[src/rtl/core/emcc_pkg.sv]
// Package for the event module coincidence classifier.
// Holds item layouts, controller types, register indexes and saturating helpers.
// No dependencies; other files of the block use it by scoped names or by import.
package emcc_pkg;

    // Configuration register indexes
    localparam int unsigned CFG_IDX_W = 2;
    localparam logic [CFG_IDX_W-1:0] CFG_COINC_THR  = 2'd0;
    localparam logic [CFG_IDX_W-1:0] CFG_FAST_THR   = 2'd1;
    localparam logic [CFG_IDX_W-1:0] CFG_FAST_LAYER = 2'd2;

    localparam logic [31:0] COINC_THR_RST  = 32'd400000;
    localparam logic [31:0] FAST_THR_RST   = 32'd10000;
    localparam logic [1:0]  FAST_LAYER_RST = 2'd1;

    localparam int unsigned IN_TDATA_W  = 80;
    localparam int unsigned OUT_TDATA_W = 176;

    // Hit layout, event id in the lowest bits
    typedef struct packed {
        logic [23:0] energy;
        logic [1:0]  layer_id;
        logic [7:0]  module_id;
        logic [7:0]  sector_id;
        logic [31:0] event_id;
    } in_item_t;

    localparam int unsigned IN_ITEM_W = $bits(in_item_t);

    // Result layout, modules_over in the lowest bits
    typedef struct packed {
        logic [31:0] slow_count;
        logic [31:0] less_fast_count;
        logic [31:0] fast_count;
        logic [31:0] coincidences_seen;
        logic [31:0] events_seen;
        logic        table_overflow;
        logic [1:0]  fast_level;
        logic        is_coincidence;
        logic [4:0]  modules_over;
    } out_item_t;

    localparam int unsigned OUT_ITEM_W = $bits(out_item_t);

    typedef enum logic [2:0] {
        ST_IDLE,
        ST_HIT_WR,
        ST_SCAN,
        ST_DRAIN,
        ST_EMIT
    } emcc_state_t;

    // Controller to datapath
    typedef struct packed {
        logic latch;
        logic hit_wr;
        logic scan_rd;
        logic emit;
    } emcc_cmd_t;

    // Datapath to controller
    typedef struct packed {
        logic have_event;
        logic same_event;
        logic scan_done;
        logic out_free;
        logic pend_flush;
    } emcc_sts_t;

    function automatic logic [31:0] sat_add32(input logic [31:0] a, input logic [31:0] b);
        logic [32:0] s;
        s = {1'b0, a} + {1'b0, b};
        return s[32] ? 32'hFFFF_FFFF : s[31:0];
    endfunction

    function automatic logic [31:0] sat_inc32(input logic [31:0] a);
        return (a == 32'hFFFF_FFFF) ? a : a + 32'd1;
    endfunction

endpackage

[src/rtl/core/emcc_ctrl.sv]
// Controller state machine of the coincidence classifier.
// Sequences hit update, table scan and result hand-off; uses emcc_pkg.
module emcc_ctrl
(
    input  logic                clk,
    input  logic                rst_n,
    input  logic                in_valid,
    input  logic                in_flush,
    input  emcc_pkg::emcc_sts_t sts,
    output emcc_pkg::emcc_cmd_t cmd,
    output logic                in_ready
);

    emcc_pkg::emcc_state_t state_reg;
    emcc_pkg::emcc_state_t state_next;

    always_ff @(posedge clk or negedge rst_n)
    begin
        if (!rst_n)
        begin
            state_reg <= emcc_pkg::ST_IDLE;
        end
        else
        begin
            state_reg <= state_next;
        end
    end

    always_comb
    begin
        state_next = state_reg;
        case (state_reg)
            emcc_pkg::ST_IDLE:
            begin
                if (in_valid)
                begin
                    if (in_flush)
                    begin
                        state_next = sts.have_event ? emcc_pkg::ST_SCAN : emcc_pkg::ST_IDLE;
                    end
                    else if (sts.have_event && !sts.same_event)
                    begin
                        state_next = emcc_pkg::ST_SCAN;
                    end
                    else
                    begin
                        state_next = emcc_pkg::ST_HIT_WR;
                    end
                end
            end
            emcc_pkg::ST_HIT_WR:
            begin
                state_next = emcc_pkg::ST_IDLE;
            end
            emcc_pkg::ST_SCAN:
            begin
                if (sts.scan_done)
                begin
                    state_next = emcc_pkg::ST_DRAIN;
                end
            end
            emcc_pkg::ST_DRAIN:
            begin
                state_next = emcc_pkg::ST_EMIT;
            end
            emcc_pkg::ST_EMIT:
            begin
                if (sts.out_free)
                begin
                    state_next = sts.pend_flush ? emcc_pkg::ST_IDLE : emcc_pkg::ST_HIT_WR;
                end
            end
            default:
            begin
                state_next = emcc_pkg::ST_IDLE;
            end
        endcase
    end

    always_comb
    begin
        cmd      = '0;
        in_ready = 1'b0;
        case (state_reg)
            emcc_pkg::ST_IDLE:
            begin
                in_ready  = 1'b1;
                cmd.latch = in_valid;
            end
            emcc_pkg::ST_HIT_WR:
            begin
                cmd.hit_wr = 1'b1;
            end
            emcc_pkg::ST_SCAN:
            begin
                cmd.scan_rd = !sts.scan_done;
            end
            emcc_pkg::ST_EMIT:
            begin
                cmd.emit = sts.out_free;
            end
            default:
            begin
                cmd = '0;
            end
        endcase
    end

endmodule

[src/rtl/core/emcc_datapath.sv]
// Datapath of the coincidence classifier: module keys, energy table memory,
// scan accumulators, running counters and result register; uses emcc_pkg.
module emcc_datapath
#(
    parameter int unsigned MAX_MODULES = 16
)
(
    input  logic                              clk,
    input  logic                              rst_n,
    input  emcc_pkg::in_item_t                in_item,
    input  logic                              in_flush,
    input  logic                              cfg_wen,
    input  logic [emcc_pkg::CFG_IDX_W-1:0]    cfg_addr,
    input  logic [31:0]                       cfg_wdata,
    input  emcc_pkg::emcc_cmd_t               cmd,
    output emcc_pkg::emcc_sts_t               sts,
    input  logic                              out_ready,
    output logic                              out_valid,
    output emcc_pkg::out_item_t               out_item
);

    localparam int unsigned UW = $clog2(MAX_MODULES + 1);
    localparam int unsigned IW = $clog2(MAX_MODULES);
    localparam logic [UW-1:0] MAX_USED = UW'(MAX_MODULES);

    // Configuration
    logic [31:0] coinc_thr_reg, coinc_thr_next;
    logic [31:0] fast_thr_reg, fast_thr_next;
    logic [1:0]  fast_layer_reg, fast_layer_next;

    // Event control state
    logic [UW-1:0] used_reg, used_next;
    logic          ovf_reg, ovf_next;
    logic          have_reg, have_next;
    logic [31:0]   cur_event_reg, cur_event_next;
    logic [31:0]   ev_cnt_reg, ev_cnt_next;
    logic [31:0]   co_cnt_reg, co_cnt_next;
    logic [31:0]   fast_cnt_reg, fast_cnt_next;
    logic [31:0]   less_cnt_reg, less_cnt_next;
    logic [31:0]   slow_cnt_reg, slow_cnt_next;

    // Scan
    logic [UW-1:0] scan_idx_reg, scan_idx_next;
    logic          scan_vld_reg, scan_vld_next;
    logic [4:0]    over_reg, over_next;
    logic [1:0]    lvl_reg, lvl_next;

    logic          out_valid_reg, out_valid_next;
    emcc_pkg::out_item_t out_item_reg, out_item_next;

    // Held item
    emcc_pkg::in_item_t hold_reg;
    logic          pend_flush_reg;
    logic          new_ev_reg;
    logic          found_reg;
    logic [IW-1:0] found_idx_reg;

    // Module keys and energy table
    logic [15:0]   key_reg [MAX_MODULES];
    logic [63:0]   tbl_mem [MAX_MODULES];
    logic [63:0]   rd_data_reg;

    logic          match_any;
    logic [IW-1:0] match_idx;
    logic          same_event;
    logic          rd_en;
    logic [IW-1:0] rd_addr;
    logic          wr_en;
    logic [IW-1:0] wr_addr;
    logic [63:0]   wr_data;
    logic          key_wr;
    logic [UW-1:0] hit_used;
    logic [31:0]   energy32;
    logic [31:0]   fast_part;
    logic          coinc;

    assign same_event = (in_item.event_id == cur_event_reg);

    // Parallel key match over the entries in use, lowest index wins
    always_comb
    begin
        match_any = 1'b0;
        match_idx = '0;
        for (int i = MAX_MODULES - 1; i >= 0; i--)
        begin
            if ((UW'(i) < used_reg) &&
                (key_reg[i] == {in_item.module_id, in_item.sector_id}))
            begin
                match_any = 1'b1;
                match_idx = IW'(i);
            end
        end
    end

    assign rd_en   = cmd.latch | cmd.scan_rd;
    assign rd_addr = cmd.latch ? match_idx : scan_idx_reg[IW-1:0];

    always_ff @(posedge clk)
    begin
        if (wr_en)
        begin
            tbl_mem[wr_addr] <= wr_data;
        end
        if (rd_en)
        begin
            rd_data_reg <= tbl_mem[rd_addr];
        end
    end

    always_ff @(posedge clk)
    begin
        if (key_wr)
        begin
            key_reg[wr_addr] <= {hold_reg.module_id, hold_reg.sector_id};
        end
    end

    always_ff @(posedge clk)
    begin
        if (cmd.latch)
        begin
            hold_reg       <= in_item;
            pend_flush_reg <= in_flush;
            new_ev_reg     <= !(have_reg && same_event);
            found_reg      <= match_any && have_reg && same_event;
            found_idx_reg  <= match_idx;
        end
        if (cmd.emit)
        begin
            out_item_reg <= out_item_next;
        end
    end

    assign energy32  = {8'd0, hold_reg.energy};
    assign fast_part = (hold_reg.layer_id == fast_layer_reg) ? energy32 : 32'd0;
    assign hit_used  = new_ev_reg ? '0 : used_reg;
    assign coinc     = (over_reg == 5'd2);

    // Table write for a nonzero hit: update its entry or append one if room
    always_comb
    begin
        wr_en   = 1'b0;
        key_wr  = 1'b0;
        wr_addr = found_idx_reg;
        wr_data = {emcc_pkg::sat_add32(rd_data_reg[63:32], fast_part),
                   emcc_pkg::sat_add32(rd_data_reg[31:0], energy32)};
        if (cmd.hit_wr && (hold_reg.energy != 24'd0))
        begin
            if (found_reg)
            begin
                wr_en = 1'b1;
            end
            else if (hit_used < MAX_USED)
            begin
                wr_en   = 1'b1;
                key_wr  = 1'b1;
                wr_addr = hit_used[IW-1:0];
                wr_data = {fast_part, energy32};
            end
        end
    end

    always_comb
    begin
        coinc_thr_next  = coinc_thr_reg;
        fast_thr_next   = fast_thr_reg;
        fast_layer_next = fast_layer_reg;
        used_next       = used_reg;
        ovf_next        = ovf_reg;
        have_next       = have_reg;
        cur_event_next  = cur_event_reg;
        ev_cnt_next     = ev_cnt_reg;
        co_cnt_next     = co_cnt_reg;
        fast_cnt_next   = fast_cnt_reg;
        less_cnt_next   = less_cnt_reg;
        slow_cnt_next   = slow_cnt_reg;
        scan_idx_next   = scan_idx_reg;
        scan_vld_next   = cmd.scan_rd;
        over_next       = over_reg;
        lvl_next        = lvl_reg;
        out_valid_next  = out_valid_reg;
        out_item_next   = out_item_reg;

        if (cfg_wen)
        begin
            case (cfg_addr)
                emcc_pkg::CFG_COINC_THR:  coinc_thr_next  = cfg_wdata;
                emcc_pkg::CFG_FAST_THR:   fast_thr_next   = cfg_wdata;
                emcc_pkg::CFG_FAST_LAYER: fast_layer_next = cfg_wdata[1:0];
                default:                  coinc_thr_next  = coinc_thr_reg;
            endcase
        end

        if (cmd.latch)
        begin
            scan_idx_next = '0;
            over_next     = '0;
            lvl_next      = '0;
        end

        if (cmd.scan_rd)
        begin
            scan_idx_next = scan_idx_reg + UW'(1);
        end

        // Accumulate the entry read in the previous cycle
        if (scan_vld_reg && (rd_data_reg[31:0] > coinc_thr_reg))
        begin
            if (over_reg != 5'd31)
            begin
                over_next = over_reg + 5'd1;
            end
            if ((rd_data_reg[63:32] >= fast_thr_reg) && (lvl_reg != 2'd3))
            begin
                lvl_next = lvl_reg + 2'd1;
            end
        end

        if (cmd.hit_wr)
        begin
            used_next = hit_used;
            ovf_next  = new_ev_reg ? 1'b0 : ovf_reg;
            if (new_ev_reg)
            begin
                have_next      = 1'b1;
                cur_event_next = hold_reg.event_id;
                ev_cnt_next    = emcc_pkg::sat_inc32(ev_cnt_reg);
            end
            if (hold_reg.energy != 24'd0 && !found_reg)
            begin
                if (hit_used < MAX_USED)
                begin
                    used_next = hit_used + UW'(1);
                end
                else
                begin
                    ovf_next = 1'b1;
                end
            end
        end

        if (out_valid_reg && out_ready)
        begin
            out_valid_next = 1'b0;
        end

        if (cmd.emit)
        begin
            if (coinc)
            begin
                co_cnt_next = emcc_pkg::sat_inc32(co_cnt_reg);
                case (lvl_reg)
                    2'd2:    fast_cnt_next = emcc_pkg::sat_inc32(fast_cnt_reg);
                    2'd1:    less_cnt_next = emcc_pkg::sat_inc32(less_cnt_reg);
                    default: slow_cnt_next = emcc_pkg::sat_inc32(slow_cnt_reg);
                endcase
            end
            out_valid_next                  = 1'b1;
            out_item_next.modules_over      = over_reg;
            out_item_next.is_coincidence    = coinc;
            out_item_next.fast_level        = coinc ? lvl_reg : 2'd0;
            out_item_next.table_overflow    = ovf_reg;
            // A hit that closed the event has its new event counted here
            out_item_next.events_seen       = pend_flush_reg ? ev_cnt_reg
                                                             : emcc_pkg::sat_inc32(ev_cnt_reg);
            out_item_next.coincidences_seen = co_cnt_next;
            out_item_next.fast_count        = fast_cnt_next;
            out_item_next.less_fast_count   = less_cnt_next;
            out_item_next.slow_count        = slow_cnt_next;
            used_next = '0;
            ovf_next  = 1'b0;
            have_next = 1'b0;
        end
    end

    always_ff @(posedge clk or negedge rst_n)
    begin
        if (!rst_n)
        begin
            coinc_thr_reg  <= emcc_pkg::COINC_THR_RST;
            fast_thr_reg   <= emcc_pkg::FAST_THR_RST;
            fast_layer_reg <= emcc_pkg::FAST_LAYER_RST;
            used_reg       <= '0;
            ovf_reg        <= 1'b0;
            have_reg       <= 1'b0;
            cur_event_reg  <= '0;
            ev_cnt_reg     <= '0;
            co_cnt_reg     <= '0;
            fast_cnt_reg   <= '0;
            less_cnt_reg   <= '0;
            slow_cnt_reg   <= '0;
            scan_idx_reg   <= '0;
            scan_vld_reg   <= 1'b0;
            over_reg       <= '0;
            lvl_reg        <= '0;
            out_valid_reg  <= 1'b0;
        end
        else
        begin
            coinc_thr_reg  <= coinc_thr_next;
            fast_thr_reg   <= fast_thr_next;
            fast_layer_reg <= fast_layer_next;
            used_reg       <= used_next;
            ovf_reg        <= ovf_next;
            have_reg       <= have_next;
            cur_event_reg  <= cur_event_next;
            ev_cnt_reg     <= ev_cnt_next;
            co_cnt_reg     <= co_cnt_next;
            fast_cnt_reg   <= fast_cnt_next;
            less_cnt_reg   <= less_cnt_next;
            slow_cnt_reg   <= slow_cnt_next;
            scan_idx_reg   <= scan_idx_next;
            scan_vld_reg   <= scan_vld_next;
            over_reg       <= over_next;
            lvl_reg        <= lvl_next;
            out_valid_reg  <= out_valid_next;
        end
    end

    assign sts.have_event = have_reg;
    assign sts.same_event = same_event;
    assign sts.scan_done  = (scan_idx_reg == used_reg);
    assign sts.out_free   = !out_valid_reg || out_ready;
    assign sts.pend_flush = pend_flush_reg;

    assign out_valid = out_valid_reg;
    assign out_item  = out_item_reg;

endmodule

[src/rtl/core/event_module_coincidence_classifier_top.sv]
// Top level of the event module coincidence classifier.
// Instantiates emcc_ctrl and emcc_datapath; uses emcc_pkg.
//
// Hits stream in one item at a time, each tagged with an event id; tuser high
// marks a flush item that closes the open event without carrying a hit. Hits
// of one event are gathered per (sector, module) in a table of MAX_MODULES
// entries, in order of first appearance, summing total and fast-layer energy
// with saturation; zero-energy hits open or join their event but add no entry,
// and hits to new modules beyond a full table are dropped and flagged. For a
// hit to the same event the accept cycle matches its key against all entries
// at once and reads the energy memory, and the next cycle writes the saturated
// sums back. A change of event id or a flush closes the event: the table
// memory is read one entry per cycle, and the result then waits for the result
// register to empty before it is loaded; a hit that closes an event then starts
// the new event with that hit. One result item is given per closed event,
// carrying the module count above the coincidence threshold, the coincidence
// flag, the fast grade, the overflow flag and the running counters after the
// update. The result register holds a result until taken while new hits of the
// next event are accepted. The user is to write configuration through
// cfg_wen/cfg_addr/cfg_wdata only while idle; the block itself does not enforce
// this.
module event_module_coincidence_classifier_top
#(
    parameter int unsigned MAX_MODULES = 16
)
(
    input  logic                                clk,
    input  logic                                rst_n,
    // tdata: event_id[31:0], sector_id[39:32], module_id[47:40], layer_id[49:48],
    //        energy[73:50], zero pad[79:74]
    input  logic [emcc_pkg::IN_TDATA_W-1:0]     s_axis_tdata,
    // tuser: flush
    input  logic                                s_axis_tuser,
    input  logic                                s_axis_tvalid,
    output logic                                s_axis_tready,
    // tdata: modules_over[4:0], is_coincidence[5], fast_level[7:6],
    //        table_overflow[8], events_seen[40:9], coincidences_seen[72:41],
    //        fast_count[104:73], less_fast_count[136:105], slow_count[168:137],
    //        zero pad[175:169]
    output logic [emcc_pkg::OUT_TDATA_W-1:0]    m_axis_tdata,
    output logic                                m_axis_tvalid,
    input  logic                                m_axis_tready,
    input  logic                                cfg_wen,
    input  logic [emcc_pkg::CFG_IDX_W-1:0]      cfg_addr,
    input  logic [31:0]                         cfg_wdata
);

    emcc_pkg::emcc_cmd_t cmd;
    emcc_pkg::emcc_sts_t sts;
    emcc_pkg::in_item_t  in_item;
    emcc_pkg::out_item_t out_item;

    // Unpack the hit; the pad bits above the fields are ignored
    assign in_item = emcc_pkg::in_item_t'(s_axis_tdata[emcc_pkg::IN_ITEM_W-1:0]);

    emcc_ctrl u_ctrl
    (
        .clk      (clk),
        .rst_n    (rst_n),
        .in_valid (s_axis_tvalid),
        .in_flush (s_axis_tuser),
        .sts      (sts),
        .cmd      (cmd),
        .in_ready (s_axis_tready)
    );

    emcc_datapath
    #(
        .MAX_MODULES (MAX_MODULES)
    )
    u_datapath
    (
        .clk       (clk),
        .rst_n     (rst_n),
        .in_item   (in_item),
        .in_flush  (s_axis_tuser),
        .cfg_wen   (cfg_wen),
        .cfg_addr  (cfg_addr),
        .cfg_wdata (cfg_wdata),
        .cmd       (cmd),
        .sts       (sts),
        .out_ready (m_axis_tready),
        .out_valid (m_axis_tvalid),
        .out_item  (out_item)
    );

    // Pad the result up to whole bytes
    assign m_axis_tdata = {{(emcc_pkg::OUT_TDATA_W - emcc_pkg::OUT_ITEM_W){1'b0}}, out_item};

endmodule

[config.mk]
export PLATFORM = sky130hd
export DESIGN_NAME = event_module_coincidence_classifier_top
export DESIGN_NICKNAME = d
export VERILOG_FILES = /design/src/rtl/core/emcc_pkg.sv /design/src/rtl/core/emcc_ctrl.sv /design/src/rtl/core/emcc_datapath.sv /design/src/rtl/core/event_module_coincidence_classifier_top.sv
export SDC_FILE = /design/constraint.sdc
export NUM_CORES = 2
export LEC_CHECK = 0
export BUFFER_PORTS_ARGS = -buffer_cell sky130_fd_sc_hd__buf_4
export CORE_MARGIN = 2
export CORE_UTILIZATION = 55
export CTS_CLUSTER_DIAMETER = 120
export DETAILED_ROUTE_END_ITERATION = 12
export HOLD_SLACK_MARGIN = 0.15
export PLACE_DENSITY = 0.72
export SYNTH_ARGS = -nofsm -noshare
export SYNTH_HDL_FRONTEND = slang
export SYNTH_SLANG_ARGS = --single-unit
[constraint.sdc]
create_clock -name clk -period 6.8 [get_ports clk]
set_clock_uncertainty 0.15 [all_clocks]
set_input_delay 1.02 -clock clk [delete_from_list [all_inputs] [get_ports clk]]
set_output_delay 1.02 -clock clk [all_outputs]
set_load 0.01 [all_outputs]
== After elaboration in Yosys (flattened, before gate mapping) ==
Memories as Yosys holds them, arrays and structs flattened. A register that Yosys moved wholly into a read port is not among the register bits.
Cells that the tools add are included.

* Multiplexer cells: 100
* Reductions and logical operators: 45
* Equal/unequal tests: 38
* Magnitude comparators: 19
* Bitwise operators: 1
* $add $sub $neg: 11

{| class="wikitable"
|+ Operator list
! cell !! number
|-
| $mux W32 || 15
|-
| $eq A16 B16 Y1 || 16
|-
| $mux W64 || 3
|-
| $add A32 B1 Y32 const B || 5
|-
| $eq A32 B32 Y1 const B || 5
|-
| $mux W4 || 20
|-
| $mux W5 || 10
|-
| $mux W1 || 41
|-
| $lt A4 B5 Y1 const A || 8
|-
| $add A32 B24 Y33 || 1
|-
| $add A32 B32 Y33 || 1
|-
| $eq A32 B32 Y1 || 1
|-
| $ge A32 B32 Y1 || 1
|-
| $gt A32 B32 Y1 || 1
|-
| $logic_and A1 B1 Y1 || 25
|-
| $mux W24 || 1
|-
| $reduce_bool A24 Y1 || 1
|-
| $lt A3 B5 Y1 const A || 4
|-
| $add A5 B1 Y5 const B || 3
|-
| $mux W3 || 4
|-
| $pmux W3 S4 || 1
|-
| $lt A1 B5 Y1 const A || 2
|-
| $lt A2 B5 Y1 const A || 2
|-
| $mux W2 || 5
|-
| 22 further kinds || 38
|}

* Flip-flop bits (word level): 532
* Memories kept: 2
* Input port bits: 120
* Logic and storage cells: 252
* Output and inout port bits: 178
* RAM bits: 1280

{| class="wikitable"
|+ Memory list
! memory !! depth !! bits a word !! rd ports !! clocked after memory_dff !! wr ports !! RTL line !! text
|-
| u_datapath.tbl_mem || 16 || 64 || 1 || 1 || 1 || emcc_datapath.sv:60 || <nowiki>logic [63:0] tbl_mem [MAX_MODULES];</nowiki>
|-
| u_datapath.key_reg || 16 || 16 || 16 || 0 || 1 || emcc_datapath.sv:59 || <nowiki>logic [15:0] key_reg [MAX_MODULES];</nowiki>
|}

== Logic depth before layout (Yosys ltp) ==
An unclocked memory read counts as a cell.

* Depth after elaboration: 21
* Mapped depth: 18
* Mapped depth without buffers: 17

== Hierarchy ==
Synthesis repeated with hierarchy kept, for this count alone.

* Cell total of the unflattened synthesis: 5631
* Area, all modules: 81773.4 um2

{| class="wikitable"
|+ Modules (own cells, without submodules)
! module !! sequential area each (um2) !! cells each !! times used !! area an instance (um2)
|-
| emcc_datapath || 54862.6 || 5601 || 1 || 81504.4
|-
| emcc_ctrl || 75.1 || 22 || 1 || 212.7
|-
| event_module_coincidence_classifier_top || 0.0 || 8 || 1 || 56.3
|}

== Least setup slack after synthesis ==
No wires, ideal clock.

* Path kind: input port to flip-flop
* Start point: input port m_axis_tready
* End point: register u_datapath.slow_cnt_reg[22]
* Setup time: 0.138 ns
* Data required time: 6.512 ns
* Arrival: 7.133 ns
* Path slack: -0.621 ns
* Buffers on the path: 3
* Stages: 8
* Path through: nand2b_1 -> nand2b_1 -> clkbuf_1 -> inv_1 -> clkbuf_1 -> buf_1 -> nand2_1 -> xnor2_1

{| class="wikitable"
|+ RTL lines
! what !! RTL line !! text
|-
| start: declaration || event_module_coincidence_classifier_top.sv:42 || <nowiki>input logic m_axis_tready,</nowiki>
|-
| end signal: assignment || emcc_datapath.sv:311 || <nowiki>slow_cnt_reg <= slow_cnt_next;</nowiki>
|-
| end: declaration || emcc_datapath.sv:40 || <nowiki>logic [31:0] slow_cnt_reg, slow_cnt_next;</nowiki>
|}

== Final worst setup path ==
* Start point: register u_datapath.fast_layer_reg[0]
* End point: memory u_datapath.tbl_mem[12][49] (data pin)

* Word-level cells in the longest chain between the ends: 7

{| class="wikitable"
|+ RTL lines
! what !! RTL line !! text
|-
| start: declaration || emcc_datapath.sv:29 || <nowiki>logic [1:0] fast_layer_reg, fast_layer_next;</nowiki>
|-
| start signal: assignment || emcc_datapath.sv:282 || <nowiki>fast_layer_reg <= emcc_pkg::FAST_LAYER_RST;</nowiki>
|-
| start signal: assignment || emcc_datapath.sv:302 || <nowiki>fast_layer_reg <= fast_layer_next;</nowiki>
|-
| $eq A2 B2 Y1 * || emcc_datapath.sv:135 || <nowiki>assign fast_part = (hold_reg.layer_id == fast_layer_reg) ? energy32 : 32'd0;</nowiki>
|-
| $mux W24 * || emcc_datapath.sv:135 ||
|-
| $add A32 B32 Y33 || emcc_pkg.sv:72 || <nowiki>s = {1'b0, a} + {1'b0, b};</nowiki>
|-
| $mux W32 || emcc_pkg.sv:73 || <nowiki>return s[32] ? 32'hFFFF_FFFF : s[31:0];</nowiki>
|-
| $mux W64 || emcc_datapath.sv:153 || <nowiki>else if (hit_used < MAX_USED)</nowiki>
|-
| $mux W64 || emcc_datapath.sv:149 || <nowiki>if (found_reg)</nowiki>
|-
| $mux W64 * || emcc_datapath.sv:147 || <nowiki>if (cmd.hit_wr && (hold_reg.energy != 24'd0))</nowiki>
|-
| via u_datapath.wr_data[49] || emcc_datapath.sv:70 || <nowiki>logic [63:0] wr_data;</nowiki>
|-
| end: declaration || emcc_datapath.sv:60 ||
|}

Mark *: on every way through the listed nets, which the timed path passes. The rest lies on a longest branch.

==> metrics.cfg <==
[worst_setup_path]
required_ns = 7.20
critPathMaxFanout = 22
end_kind = register
path_class = register to register
worst_r2r_path_depth = 17
rrSetupSlack_ns = 0.94
worstPathArrival_ns = 6.26
r2r_start = u_datapath.fast_layer_reg[0]
critPathLaunchType = register
rr_endpoint = u_datapath.tbl_mem[12][49]

[die]
die_w_um = 396
io_pins = 298
chipHeight_um = 396
start_util_pct = 55.6
core_area_mm2 = 0.152
placementRows = 143
die_area_mm2 = 0.157

[placed_design]
routabilityCongestion = 0.909
dpl.hpwl_um = 138000
dp_cells = 8301
io_buffer_count = 284

[cells_and_area]
stdcell_count = 8656
layout-drive-gt1-share_pct = 15.1
final_net_count = 6712
area_growth_pct = 13.7
fillers = 11100
largest_reg_flops = 1024

[logic_synthesis]
synth_xor_area_share_pct = 6.73
synth_compound_area_share_pct = 5.76
synth_most_common_cell = edfxtp_1
synth_mux_area_share_pct = 8.20
yosys_register_bits = 1876
seq_area_frac_synth_pct = 64.9
yosys_warnings = 0
synthFlopType = edfxtp_1
synth_cell_types = 92
synth_top_family_by_area = simple AND/OR/NAND/NOR gates
synth_commonest_cells = edfxtp_1, nand2_1, mux2i_1, xor2_1, nor2_1
synth-adder-area-share_pct = 1.89
yosys-top-cells-area = edfxtp_1, dfrtp_1, mux2i_1, xor2_1, mux4_2
netlist.area_leader.share_pct = 56.5
async_flop_share_pct = 15.0
syn-instance-count = 6127
synthSimpleGateAreaFrac_pct = 10.3
synth_edf_count = 1594
avgSynthCellArea_um2 = 13.8
yosysTopAreaCell = edfxtp_1
netlist_area_mm2 = 0.0847

[timing]
hold_ws_ns = 0.223
fin_crit_ns = 5.86
setup_viol = 0
rsz0062_at_grt = no
hold_violations = 0
worst_pin_slew_ns = 1.35
drv_slew = 0
finalCritPeriodShare_pct = 86.1
fmax_ghz = 0.171
setup_tns_ns = 0
relSlewSlack_pct = 10.0

[clocking]
h-tree-depth = 4
clk_path_buf_depth = 3
worstSkewPairLatency_ns = 0.83
cts_sinks = 1876
ctsResizeCount = 0
cts_buffers = 191
root_buffer = clkbuf_16
path_clk_slew_ns = 0.06
cts_tree = done

[route]
drtIter0Drc = 6598
met1_length_um = 92600
route.met3.wl_um = 25100
dr.pass1.iters = 6
vias = 54900
route.detailed.wl_per_inst_um = 26.6
top_layer = met5
drc = 0
route.met2.wl_um = 105000
avgViaCountPerCell = 6.35
ant_nets = 0
wl_um = 230000

[global_route]
antenna_found_initial = 12
grt_pass1_wl_um = 338000
overflow = 0
grt_usage_pct = 29.0
grt_max_degree = 125
grt_pass1_vias = 53000

[power_and_ir_drop]
finalPower_mw = 37.4
power.density_mw_per_mm2 = 389
peakVddDrop_uv = 335
p_leak_nw = 35.7

[worst_hold_path]
hold_class = input port to register
whs_path_depth = 1
whs_endpoint = u_datapath.energy32[2]
hold_start = s_axis_tdata[52]

[flow_run]
maxCapViolCount = 0

[status]
status = finished clean

[critical path: stages, from the launching register on]
cell       delay, ns
dfstp_2         0.53
xor2_1          0.07
nor2_2          0.69
and2_1          0.25
ha_1            0.27
nor2b_1         0.14
o21ai_0         0.23
a21boi_0        0.14
o21a_1          0.21
o21a_1          0.25
o221ai_1        0.61
o21ai_0         0.26
o311ai_1        0.29
buf_4           0.22
or2_2           0.55
and2_1          0.36
a2bb2oi_1       0.13
buf_4           0.20
[kinds of logic (layout without fill, tap and decap cells)]
logic type,Yosys count,after routing
flops,1876,1876
simple gates,1769,1769
compound gates,736,736
xor+xnor,651,651
mux,529,529
buf+inv,438,930
fa+ha+maj,127,127
other cells,1,8
[stage by stage]
stage          utilization (%)  setup WS (ns)  cell area [um2]
2_1_floorplan                -         0.0703            84700
3_3_place_gp              59.1          0.964            90000
3_5_place_dp              59.1          0.922            90000
4_1_cts                   63.1           1.15            96200
5_1_grt                   63.1          0.810            96200
6_report                  63.1          0.944            96300
[power by group]
group          switching (mW)  internal, mW
registers                1.03          16.0
clock network            4.45          6.00
logic                    6.40          3.59
total                    11.9          25.6
[final cells by class]
cell class	count	area, um2	area share (%)
Timing Repair Buffer	469	4020	4.18
Clock inverter	104	1010	1.05
Inverter	108	420	0.437
Sequential cell	1876	54900	57.1
Clock buffer	249	5190	5.40
Antenna cell	1	2.50	0.00260
Multi-Input combinational cell	3819	28100	29.2
Tap cell	2030	2540	2.64
[what timing repair did]
action                                 CTS  global route
buffers inserted                         0             0
endpoints found under the hold margin   29             0
hold buffers                             1             0
[how the worst max path moves through the flow]
| stage | startpoint | end | cells past startpoint | slack [ns] |
|---|---|---|---|---|
| 2_1_floorplan | m_axis_tready | u_datapath.slow_cnt_reg[22] | 8 | 0.07 |
| 6_report | u_datapath.fast_layer_reg[0] | u_datapath.tbl_mem[12][49] | 17 | 0.94 |
| 3_3_place_gp | s_axis_tdata[41] | u_datapath.rd_data_reg[52] | 13 | 0.96 |
| 4_1_cts | u_datapath.fast_layer_reg[0] | u_datapath.tbl_mem[14][49] | 19 | 1.15 |
| 5_1_grt | u_datapath.fast_layer_reg[0] | u_datapath.tbl_mem[12][49] | 19 | 0.81 |
| 3_5_place_dp | s_axis_tdata[41] | u_datapath.rd_data_reg[52] | 13 | 0.92 |
[metal layers]
metal	vias to the layer above	GRT usage (%)
met5	-	0
met4	16	9.46
met3	522	5.93
met2	3180	44.9
met1	27400	41.2
li1	23800	-
[cell usage in the layout, fill, tap and decap left out, types with 118 or more instances in the layout]
cell type	count
o22ai_1	118
buf_4	428
nand3_1	150
o21ai_0	148
edfxtp_1	1594
clkbuf_16	196
xor2_1	347
mux2i_1	361
mux4_2	128
xnor2_1	304
ha_1	125
nor3_1	195
nor2_1	292
nand2_1	568
dfrtp_1	268
No activity file was read; power rests on OpenSTA's default activity.
